## src/rtl/lnsa_pkg.sv

```systemverilog
// Shared constants for the letterbox nearest-neighbour scaler address block.
// No dependencies; every other file refers to this package by scoped names.
`timescale 1ns / 1ps

package lnsa_pkg;

    localparam int REG_W       = 13;
    localparam int COORD_W     = 12;
    localparam int CFG_IDX_W   = 3;
    localparam int MAX_DIM_DEF = 4096;
    localparam int QUEUE_DEPTH = 4;

    typedef enum logic [CFG_IDX_W-1:0] {
        CFG_SRC_WIDTH  = 3'd0,
        CFG_SRC_HEIGHT = 3'd1,
        CFG_DST_WIDTH  = 3'd2,
        CFG_DST_HEIGHT = 3'd3
    } cfg_index_t;

endpackage

```

## src/rtl/lnsa_setup.sv

```systemverilog
// Configuration registers and the sequencer that derives the picture geometry.
// Depends on lnsa_pkg.
`timescale 1ns / 1ps

module lnsa_setup #(
    parameter int MAX_DIM = lnsa_pkg::MAX_DIM_DEF,
    parameter int D       = $clog2(MAX_DIM + 1)
) (
    input  logic                           aclk,
    input  logic                           aresetn,
    input  logic                           cfg_wr_en,
    input  logic [lnsa_pkg::CFG_IDX_W-1:0] cfg_wr_index,
    input  logic [lnsa_pkg::REG_W-1:0]     cfg_wr_data,
    output logic                           ready,
    output logic [8*D:0]                   geom
);

    typedef struct packed {
        logic         zero;
        logic [D-1:0] sw;
        logic [D-1:0] sh;
        logic [D-1:0] dw;
        logic [D-1:0] dh;
        logic [D-1:0] tw;
        logic [D-1:0] th;
        logic [D-1:0] ox;
        logic [D-1:0] oy;
    } geom_t;

    localparam int P     = 2 * D;
    localparam int NUM_W = P + 2;
    localparam int CNT_W = $clog2(NUM_W);

    typedef enum logic [2:0] {
        ST_LOAD, ST_MUL_A, ST_MUL_B, ST_PREP, ST_DIV, ST_FIN, ST_OFS, ST_DONE
    } state_t;

    state_t                   state_reg;
    logic [lnsa_pkg::REG_W-1:0] sw_cfg_reg, sh_cfg_reg, dw_cfg_reg, dh_cfg_reg;
    geom_t                    g_reg;
    logic [P-1:0]             pa_reg, pb_reg;
    logic                     fit_reg;
    logic [NUM_W-1:0]         num_reg, q_reg;
    logic [D:0]               den_reg, rem_reg;
    logic [CNT_W-1:0]         cnt_reg;
    logic [D+1:0]             rem_sh;
    logic [D-1:0]             q_clamped;
    logic [NUM_W-1:0]         dlim;

    function automatic logic [D-1:0] sat(input logic [lnsa_pkg::REG_W-1:0] v);
        logic [31:0] ve;
        ve = 32'(v);
        sat = (ve > 32'(MAX_DIM)) ? D'(MAX_DIM) : D'(ve);
    endfunction

    assign rem_sh = {rem_reg, num_reg[NUM_W-1]};
    assign dlim   = fit_reg ? NUM_W'(g_reg.dh) : NUM_W'(g_reg.dw);
    assign q_clamped = (q_reg == '0) ? D'(1) : ((q_reg > dlim) ? D'(dlim) : D'(q_reg));

    always_ff @(posedge aclk) begin
        if (!aresetn) begin
            state_reg  <= ST_LOAD;
            sw_cfg_reg <= '0;
            sh_cfg_reg <= '0;
            dw_cfg_reg <= '0;
            dh_cfg_reg <= '0;
        end else if (cfg_wr_en) begin
            state_reg <= ST_LOAD;
            case (cfg_wr_index)
                lnsa_pkg::CFG_SRC_WIDTH:  sw_cfg_reg <= cfg_wr_data;
                lnsa_pkg::CFG_SRC_HEIGHT: sh_cfg_reg <= cfg_wr_data;
                lnsa_pkg::CFG_DST_WIDTH:  dw_cfg_reg <= cfg_wr_data;
                lnsa_pkg::CFG_DST_HEIGHT: dh_cfg_reg <= cfg_wr_data;
                default: ;
            endcase
        end else begin
            case (state_reg)
                ST_LOAD: begin
                    g_reg.sw   <= sat(sw_cfg_reg);
                    g_reg.sh   <= sat(sh_cfg_reg);
                    g_reg.dw   <= sat(dw_cfg_reg);
                    g_reg.dh   <= sat(dh_cfg_reg);
                    g_reg.zero <= (sw_cfg_reg == '0) || (sh_cfg_reg == '0) ||
                                  (dw_cfg_reg == '0) || (dh_cfg_reg == '0);
                    state_reg  <= ST_MUL_A;
                end
                ST_MUL_A: begin
                    pa_reg    <= P'(g_reg.dw) * P'(g_reg.sh);
                    state_reg <= ST_MUL_B;
                end
                ST_MUL_B: begin
                    pb_reg    <= P'(g_reg.dh) * P'(g_reg.sw);
                    state_reg <= ST_PREP;
                end
                ST_PREP: begin
                    fit_reg <= (pa_reg <= pb_reg);
                    if (pa_reg <= pb_reg) begin
                        num_reg <= {pa_reg, 1'b0} + NUM_W'(g_reg.sw);
                        den_reg <= {g_reg.sw, 1'b0};
                    end else begin
                        num_reg <= {pb_reg, 1'b0} + NUM_W'(g_reg.sh);
                        den_reg <= {g_reg.sh, 1'b0};
                    end
                    rem_reg   <= '0;
                    q_reg     <= '0;
                    cnt_reg   <= CNT_W'(NUM_W - 1);
                    state_reg <= ST_DIV;
                end
                ST_DIV: begin
                    num_reg <= {num_reg[NUM_W-2:0], 1'b0};
                    if (rem_sh >= (D+2)'(den_reg)) begin
                        rem_reg <= (D+1)'(rem_sh - (D+2)'(den_reg));
                        q_reg   <= {q_reg[NUM_W-2:0], 1'b1};
                    end else begin
                        rem_reg <= rem_sh[D:0];
                        q_reg   <= {q_reg[NUM_W-2:0], 1'b0};
                    end
                    cnt_reg <= cnt_reg - 1'b1;
                    if (cnt_reg == '0) begin
                        state_reg <= ST_FIN;
                    end
                end
                ST_FIN: begin
                    if (fit_reg) begin
                        g_reg.tw <= g_reg.dw;
                        g_reg.th <= q_clamped;
                    end else begin
                        g_reg.th <= g_reg.dh;
                        g_reg.tw <= q_clamped;
                    end
                    state_reg <= ST_OFS;
                end
                ST_OFS: begin
                    g_reg.ox  <= D'((g_reg.dw - g_reg.tw) >> 1);
                    g_reg.oy  <= D'((g_reg.dh - g_reg.th) >> 1);
                    state_reg <= ST_DONE;
                end
                ST_DONE: ;
                default: state_reg <= ST_LOAD;
            endcase
        end
    end

    assign ready = (state_reg == ST_DONE);
    assign geom  = g_reg;

endmodule

```

## src/rtl/lnsa_front.sv

```systemverilog
// Front end: accepts destination coordinates and classifies them against the picture area.
// Depends on lnsa_pkg; feeds lnsa_queue.
`timescale 1ns / 1ps

module lnsa_front #(
    parameter int D = 13
) (
    input  logic [8*D:0]                 geom,
    input  logic [lnsa_pkg::COORD_W-1:0] dest_x,
    input  logic [lnsa_pkg::COORD_W-1:0] dest_y,
    output logic [2*D:0]                 entry
);

    typedef struct packed {
        logic         zero;
        logic [D-1:0] sw;
        logic [D-1:0] sh;
        logic [D-1:0] dw;
        logic [D-1:0] dh;
        logic [D-1:0] tw;
        logic [D-1:0] th;
        logic [D-1:0] ox;
        logic [D-1:0] oy;
    } geom_t;

    typedef struct packed {
        logic         in_pic;
        logic [D-1:0] rx;
        logic [D-1:0] ry;
    } entry_t;

    localparam int CW = ((D > lnsa_pkg::COORD_W) ? D : lnsa_pkg::COORD_W) + 1;

    geom_t         g;
    entry_t        e;
    logic [CW-1:0] dxe, dye, rxe, rye;
    logic          in_area;

    assign g   = geom;
    assign dxe = CW'(dest_x);
    assign dye = CW'(dest_y);
    assign rxe = dxe - CW'(g.ox);
    assign rye = dye - CW'(g.oy);

    assign in_area = !g.zero && (dxe >= CW'(g.ox)) && (dye >= CW'(g.oy)) &&
                     (rxe < CW'(g.tw)) && (rye < CW'(g.th));

    always_comb begin
        e.in_pic = in_area;
        e.rx     = in_area ? D'(rxe) : '0;
        e.ry     = in_area ? D'(rye) : '0;
    end

    assign entry = e;

endmodule

```

## src/rtl/lnsa_queue.sv

```systemverilog
// Short first-in first-out queue between the front end and the divider pipeline.
// Depends on lnsa_pkg for its depth.
`timescale 1ns / 1ps

module lnsa_queue #(
    parameter int W = 27
) (
    input  logic         aclk,
    input  logic         aresetn,
    input  logic         wr_en,
    input  logic [W-1:0] wr_data,
    input  logic         rd_en,
    output logic [W-1:0] rd_data,
    output logic         full,
    output logic         empty
);

    localparam int N  = lnsa_pkg::QUEUE_DEPTH;
    localparam int AW = $clog2(N);

    logic [W-1:0] mem_reg [N];
    logic [AW:0]  wr_ptr_reg, rd_ptr_reg;

    always_ff @(posedge aclk) begin
        if (!aresetn) begin
            wr_ptr_reg <= '0;
            rd_ptr_reg <= '0;
        end else begin
            if (wr_en) begin
                wr_ptr_reg <= wr_ptr_reg + 1'b1;
            end
            if (rd_en) begin
                rd_ptr_reg <= rd_ptr_reg + 1'b1;
            end
        end
    end

    always_ff @(posedge aclk) begin
        if (wr_en) begin
            mem_reg[wr_ptr_reg[AW-1:0]] <= wr_data;
        end
    end

    assign rd_data = mem_reg[rd_ptr_reg[AW-1:0]];
    assign empty   = (wr_ptr_reg == rd_ptr_reg);
    assign full    = (wr_ptr_reg[AW-1:0] == rd_ptr_reg[AW-1:0]) &&
                     (wr_ptr_reg[AW] != rd_ptr_reg[AW]);

endmodule

```

## src/rtl/lnsa_back.sv

```systemverilog
// Back end: scales the picture-relative offsets and divides them in a bit-per-stage pipeline.
// Depends on lnsa_pkg; pops lnsa_queue and drives the result channel.
`timescale 1ns / 1ps

module lnsa_back #(
    parameter int D = 13
) (
    input  logic                         aclk,
    input  logic                         aresetn,
    input  logic [8*D:0]                 geom,
    input  logic [2*D:0]                 entry,
    input  logic                         q_empty,
    output logic                         q_pop,
    output logic                         m_valid,
    input  logic                         m_ready,
    output logic                         m_in_picture,
    output logic [lnsa_pkg::COORD_W-1:0] m_src_col,
    output logic [lnsa_pkg::COORD_W-1:0] m_src_row
);

    typedef struct packed {
        logic         zero;
        logic [D-1:0] sw;
        logic [D-1:0] sh;
        logic [D-1:0] dw;
        logic [D-1:0] dh;
        logic [D-1:0] tw;
        logic [D-1:0] th;
        logic [D-1:0] ox;
        logic [D-1:0] oy;
    } geom_t;

    typedef struct packed {
        logic         in_pic;
        logic [D-1:0] rx;
        logic [D-1:0] ry;
    } entry_t;

    localparam int P  = 2 * D;
    localparam int NS = D;

    geom_t        g;
    entry_t       e;
    logic         adv;
    logic         v_reg  [NS+1];
    logic         in_reg [NS+1];
    logic [P-1:0] rx_reg [NS+1];
    logic [P-1:0] ry_reg [NS+1];
    logic [D-1:0] qx_reg [NS+1];
    logic [D-1:0] qy_reg [NS+1];

    assign g     = geom;
    assign e     = entry;
    assign adv   = !v_reg[NS] || m_ready;
    assign q_pop = adv && !q_empty;

    always_ff @(posedge aclk) begin
        if (!aresetn) begin
            for (int k = 0; k <= NS; k++) begin
                v_reg[k] <= 1'b0;
            end
        end else if (adv) begin
            v_reg[0] <= q_pop;
            for (int k = 1; k <= NS; k++) begin
                v_reg[k] <= v_reg[k-1];
            end
        end
    end

    always_ff @(posedge aclk) begin
        if (adv) begin
            in_reg[0] <= e.in_pic;
            rx_reg[0] <= P'(e.rx) * P'(g.sw);
            ry_reg[0] <= P'(e.ry) * P'(g.sh);
            qx_reg[0] <= '0;
            qy_reg[0] <= '0;
            for (int k = 1; k <= NS; k++) begin
                in_reg[k] <= in_reg[k-1];
                if (rx_reg[k-1] >= (P'(g.tw) << (NS - k))) begin
                    rx_reg[k]            <= rx_reg[k-1] - (P'(g.tw) << (NS - k));
                    qx_reg[k]            <= qx_reg[k-1] | (D'(1) << (NS - k));
                end else begin
                    rx_reg[k] <= rx_reg[k-1];
                    qx_reg[k] <= qx_reg[k-1];
                end
                if (ry_reg[k-1] >= (P'(g.th) << (NS - k))) begin
                    ry_reg[k] <= ry_reg[k-1] - (P'(g.th) << (NS - k));
                    qy_reg[k] <= qy_reg[k-1] | (D'(1) << (NS - k));
                end else begin
                    ry_reg[k] <= ry_reg[k-1];
                    qy_reg[k] <= qy_reg[k-1];
                end
            end
        end
    end

    assign m_valid      = v_reg[NS];
    assign m_in_picture = in_reg[NS];
    assign m_src_col    = in_reg[NS] ? lnsa_pkg::COORD_W'(qx_reg[NS]) : '0;
    assign m_src_row    = in_reg[NS] ? lnsa_pkg::COORD_W'(qy_reg[NS]) : '0;

endmodule

```

## src/rtl/letterbox_nearest_scaler_address.sv

```systemverilog
// Letterbox nearest-neighbour scaler address generator, top level.
// Throughput: one transaction per cycle while setup is done and m_ready is high, set by the
// bit-per-stage divider pipeline. After reset and after every register write the geometry
// sequencer loads the registers, forms and compares both cross products, runs the division
// one quotient bit a cycle, clamps the size and sets the offsets, with s_ready low; reset clears the
// configuration registers, the queue and the pipeline valid bits.
// Depends on lnsa_pkg, lnsa_setup, lnsa_front, lnsa_queue and lnsa_back.
`timescale 1ns / 1ps

module letterbox_nearest_scaler_address #(
    parameter int MAX_DIM = lnsa_pkg::MAX_DIM_DEF
) (
    input  logic                           aclk,
    input  logic                           aresetn,
    input  logic                           cfg_wr_en,
    input  logic [lnsa_pkg::CFG_IDX_W-1:0] cfg_wr_index,
    input  logic [lnsa_pkg::REG_W-1:0]     cfg_wr_data,
    input  logic                           s_valid,
    output logic                           s_ready,
    input  logic [lnsa_pkg::COORD_W-1:0]   s_dest_x,
    input  logic [lnsa_pkg::COORD_W-1:0]   s_dest_y,
    output logic                           m_valid,
    input  logic                           m_ready,
    output logic                           m_in_picture,
    output logic [lnsa_pkg::COORD_W-1:0]   m_src_col,
    output logic [lnsa_pkg::COORD_W-1:0]   m_src_row
);

    localparam int D = $clog2(MAX_DIM + 1);

    logic [8*D:0] geom;
    logic [2*D:0] entry_in, entry_out;
    logic         setup_ready, q_full, q_empty, q_pop, q_push;

    lnsa_setup #(.MAX_DIM(MAX_DIM), .D(D)) u_setup (
        .aclk        (aclk),
        .aresetn     (aresetn),
        .cfg_wr_en   (cfg_wr_en),
        .cfg_wr_index(cfg_wr_index),
        .cfg_wr_data (cfg_wr_data),
        .ready       (setup_ready),
        .geom        (geom)
    );

    lnsa_front #(.D(D)) u_front (
        .geom  (geom),
        .dest_x(s_dest_x),
        .dest_y(s_dest_y),
        .entry (entry_in)
    );

    assign s_ready = setup_ready && !q_full;
    assign q_push  = s_valid && s_ready;

    lnsa_queue #(.W(2*D+1)) u_queue (
        .aclk   (aclk),
        .aresetn(aresetn),
        .wr_en  (q_push),
        .wr_data(entry_in),
        .rd_en  (q_pop),
        .rd_data(entry_out),
        .full   (q_full),
        .empty  (q_empty)
    );

    lnsa_back #(.D(D)) u_back (
        .aclk        (aclk),
        .aresetn     (aresetn),
        .geom        (geom),
        .entry       (entry_out),
        .q_empty     (q_empty),
        .q_pop       (q_pop),
        .m_valid     (m_valid),
        .m_ready     (m_ready),
        .m_in_picture(m_in_picture),
        .m_src_col   (m_src_col),
        .m_src_row   (m_src_row)
    );

    a_black_is_zero: assert property (@(posedge aclk) disable iff (!aresetn)
        m_valid && !m_in_picture |-> (m_src_col == '0) && (m_src_row == '0))
        else $error("Black fill transaction carries a nonzero source coordinate.");

    a_cfg_blocks_input: assert property (@(posedge aclk) disable iff (!aresetn)
        cfg_wr_en |=> !s_ready)
        else $error("Input accepted while the geometry is being recomputed.");

    a_no_pop_when_empty: assert property (@(posedge aclk) disable iff (!aresetn)
        q_pop |-> !q_empty)
        else $error("Queue popped while empty.");

endmodule

```

## config.mk

```make
export PLATFORM = sky130hd
export DESIGN_NAME = letterbox_nearest_scaler_address
export DESIGN_NICKNAME = d
export VERILOG_FILES = /design/src/rtl/lnsa_pkg.sv /design/src/rtl/lnsa_setup.sv /design/src/rtl/lnsa_front.sv /design/src/rtl/lnsa_queue.sv /design/src/rtl/lnsa_back.sv /design/src/rtl/letterbox_nearest_scaler_address.sv
export SDC_FILE = /design/constraint.sdc
export NUM_CORES = 2
export LEC_CHECK = 0
export ABC_AREA = 1
export BUFFER_PORTS_ARGS = -buffer_cell sky130_fd_sc_hd__buf_4
export CAP_MARGIN = 20
export CORE_MARGIN = 2
export CORE_UTILIZATION = 52
export DETAILED_ROUTE_END_ITERATION = 8
export PLACE_DENSITY_LB_ADDON = 0.25
export SYNTH_ARGS = -nofsm -noshare
export SYNTH_HDL_FRONTEND = slang
export SYNTH_HIERARCHICAL = 1
export SYNTH_SLANG_ARGS = --single-unit
export TNS_END_PERCENT = 1
```

## constraint.sdc

```tcl
create_clock -name aclk -period 57.6 [get_ports aclk]
set_input_delay 2.88 -clock aclk [delete_from_list [all_inputs] [get_ports aclk]]
set_output_delay 2.88 -clock aclk [all_outputs]
set_load 0.02 [all_outputs]
```

==> metrics.md <==
| Metric | Value |
|---|---|
| Yosys Warn Count | 6 |
| Maxcap violations | 0 |
| Die height | ~460 um |
| CP Max Fanout | approximately 120 |
| Initial antenna violation count | 4 |
| RSZ-0062 raised after global routing | false |
| Num CTS Buffers | roughly 150 |
| Slew headroom | about a fifth |
| Fmax | 147 MHz |
| Top post-synthesis cells by area | edfxtp_1 34%, nand2_1 16%, fa_1 9.7% |
| Port Buffers | between 70 and 80 |
| Number of H-tree levels | 4 |
| Tmin final | ~6800 ps |
| Mapped cell area | roughly 110,000 um2 |
| Status | finished clean |
| Pin count of the biggest net entering global routing | approximately 120 |
| IO Count | 72 |
| WHS Path Cells | 0 |
| Flop2flop setup slack | around 51,000 ps |
| Commonest non-fill, non-tap cell in the layout | nand2_1 |
| Die width | between 400 and 500 um |
| Skew-Pair Late Insertion Delay | 830 ps |
| Post-DP HPWL | a little over 200,000 um |
| Via count of the routed design | approximately 86,000 |
| Wire length of the first global-routing pass | roughly 430,000 um |
| Post-synthesis cell count | around 14,000 |
| Slew Viols, Final | 0 |
| EDFF count, synth | roughly 1,200 |
| Crit Reg-Reg Endpoint | u_back/ry_reg[0][24]$_DFFE_PN_ |
| Vias in the first global route | just over 80,000 |
| Sequential-to-total area share from yosys stat | between 30% and 40% |
| Crit start category | input port |
| Reg2reg path depth | 21 |
| Grt total ovfl | 0 |
| Flops & latches, synth | 1,275 |
| Drt drc | 0 |
| Post-CTS Resized | 0 |
| Syn Area/Cell | 7.81 um2 |
| Worst slew pin tran | 1210 ps |
| Largest area contributor in the netlist | edfxtp_1 |
| Synth Flop Type | edfxtp_1 |
| DR WL/cell | ~17 um |
| Critical path type | input port to flip-flop |
| Total track usage | a little over a quarter |
| Final wirelength | 274,000 um |
| Final Hold Fails | 0 |
| Critical path arrival | approximately 7300 ps |
| CTS sink count | roughly 1,300 |
| Clk buf depth | 3 |
| Routed Antenna Nets | 0 |
| Hold Path Sink | u_back/qx_reg[1][71]$_DFFE_PP_ |
| Setup TNS | 0 ps |
| Final cell count without fillers | ~16,000 |
| Layout cells sized above 1 | under 10% |
| Min-Delay Path Class | flip-flop to flip-flop |
| CP Data Required Time | just under 60,000 ps |
| Clk_skew | about 39 ps |
| Drt initial violations | approximately 7,200 |
| CORE AREA | slightly above 200,000 um2 |
| FFs w/ async S/R, synth | 0% |
| Cell row count | about 170 |
| Number of vias per cell | 5.21 |
| CTS Root Cell | clkbuf_16 |
| Dpl cell area | approximately 110,000 um2 |
| Pre-Repair DR Iteration Count | 8 |
| Final period utilization | a little under an eighth |
| Critical path endpoint category | flip-flop |
| Hold_ws | approximately 400 ps |
| Postcts setup bufs | 0 |
| Clock slew at reported path FFs | about 60 ps |
| Die ar. | 207,000 um2 |
| Design area | between 100,000 and 150,000 um2 |
| Placed insts | 16,143 |
| Cts hold-fix bufs | 0 |
| CTS tree | done |
| Nets | 14,954 |
| Startpoint of the worst hold path | u_back/qx_reg[1][58]$_DFFE_PP_ |
| Commonest non-fill, non-tap cells in the layout | 4,398 x nand2_1, 2,597 x inv_1, 1,211 x edfxtp_1 |
| Synth cell types | 67 |
| Yosys top cell area share | between 30% and 40% |
| GP Congestion | 0.955 |
| Setup violators final | 0 |
| Starting Density | a little over half |
| Area Overhead vs Synth | 7.72% |
-- per-stage QoR --
step                utilization [%]  setup slack (ps)
floorplan                         -             31860
CTS                            56.4             50790
detailed placement             54.0             49910
global placement               54.0             50000
global route                   56.4             50390
finish                         56.4             50810
-- critical path, stage by stage --
cell and delay [ps]:
buf_4 100, inv_2 70, nand2_8 460, buf_4 600
buf_4 700, buf_12 510, buf_4 570, buf_4 540
nand4_2 380, nand2_1 160, nand2_1 70
-- worst max-delay path by stage --
stage	startpoint	to	cells past startpoint
3_5_place_dp	m_ready	u_back/rx_reg[0][43]$_DFFE_PP_	11
3_3_place_gp	m_ready	u_back/rx_reg[0][43]$_DFFE_PP_	11
6_report	m_ready	u_back/rx_reg[0][43]$_DFFE_PP_	11
2_1_floorplan	m_ready	u_back/qx_reg[0][100]$_DFFE_PP_	4
5_1_grt	m_ready	u_back/rx_reg[0][43]$_DFFE_PP_	11
4_1_cts	m_ready	u_back/rx_reg[0][43]$_DFFE_PP_	11
-- synth_stat cells (all sizes together), types with 2 or more instances --
| library cell | number |
|---|---|
| nand3 | 711 |
| clkinv | 3 |
| a211oi | 5 |
| a31oi | 9 |
| a21oi | 541 |
| and3 | 5 |
| or2 | 39 |
| o211ai | 5 |
| and2 | 36 |
| nand3b | 88 |
| nor4 | 29 |
| inv | 2627 |
| buf | 115 |
| nand2 | 4461 |
| a21boi | 13 |
| dfxtp | 64 |
| nand4 | 205 |
| o21ai | 301 |
| nor2 | 1133 |
| fa | 515 |
| ha | 774 |
| o31ai | 2 |
| nor3b | 3 |
| o21bai | 34 |
| edfxtp | 1211 |
| mux2i | 11 |
| xnor2 | 112 |
| nor3 | 87 |
| clkbuf | 144 |
| o21a | 9 |
| xor2 | 236 |
| a21o | 28 |
| a31o | 2 |
-- area by class of cell --
cell class	instances	area, um2
flip-flops and latches	1275	37600
clock buffers	173	3840
repair buffers	167	1290
well taps	2672	3340
diodes	2	5.00
fillers	18763	88200
multi-input cells	9400	57000
clock inverters	94	1110
inverters	2630	9890
-- cells by family after synthesis --
family,synth area share [%]
AOI/OAI and AO/OA,5.13
xor gates and xnor gates,2.88
adders and majority gates,18.9
buffers and inverters,10.7
DFF,35.5
muxes,0.104
other,0.00354
and+or+nand+nor,26.8
-- metal layers --
layer  track usage [%]  wire length, um  up-vias
li1                  -                -    42770
met1              36.3           123000    39910
met2              42.5           124000     2414
met3              3.16            17000      437
met4              9.18             9820        0
met5                 0                0        -
Power is not shown: default switching activity piles up to over one toggle a cycle in this logic, so the estimate is an artifact.
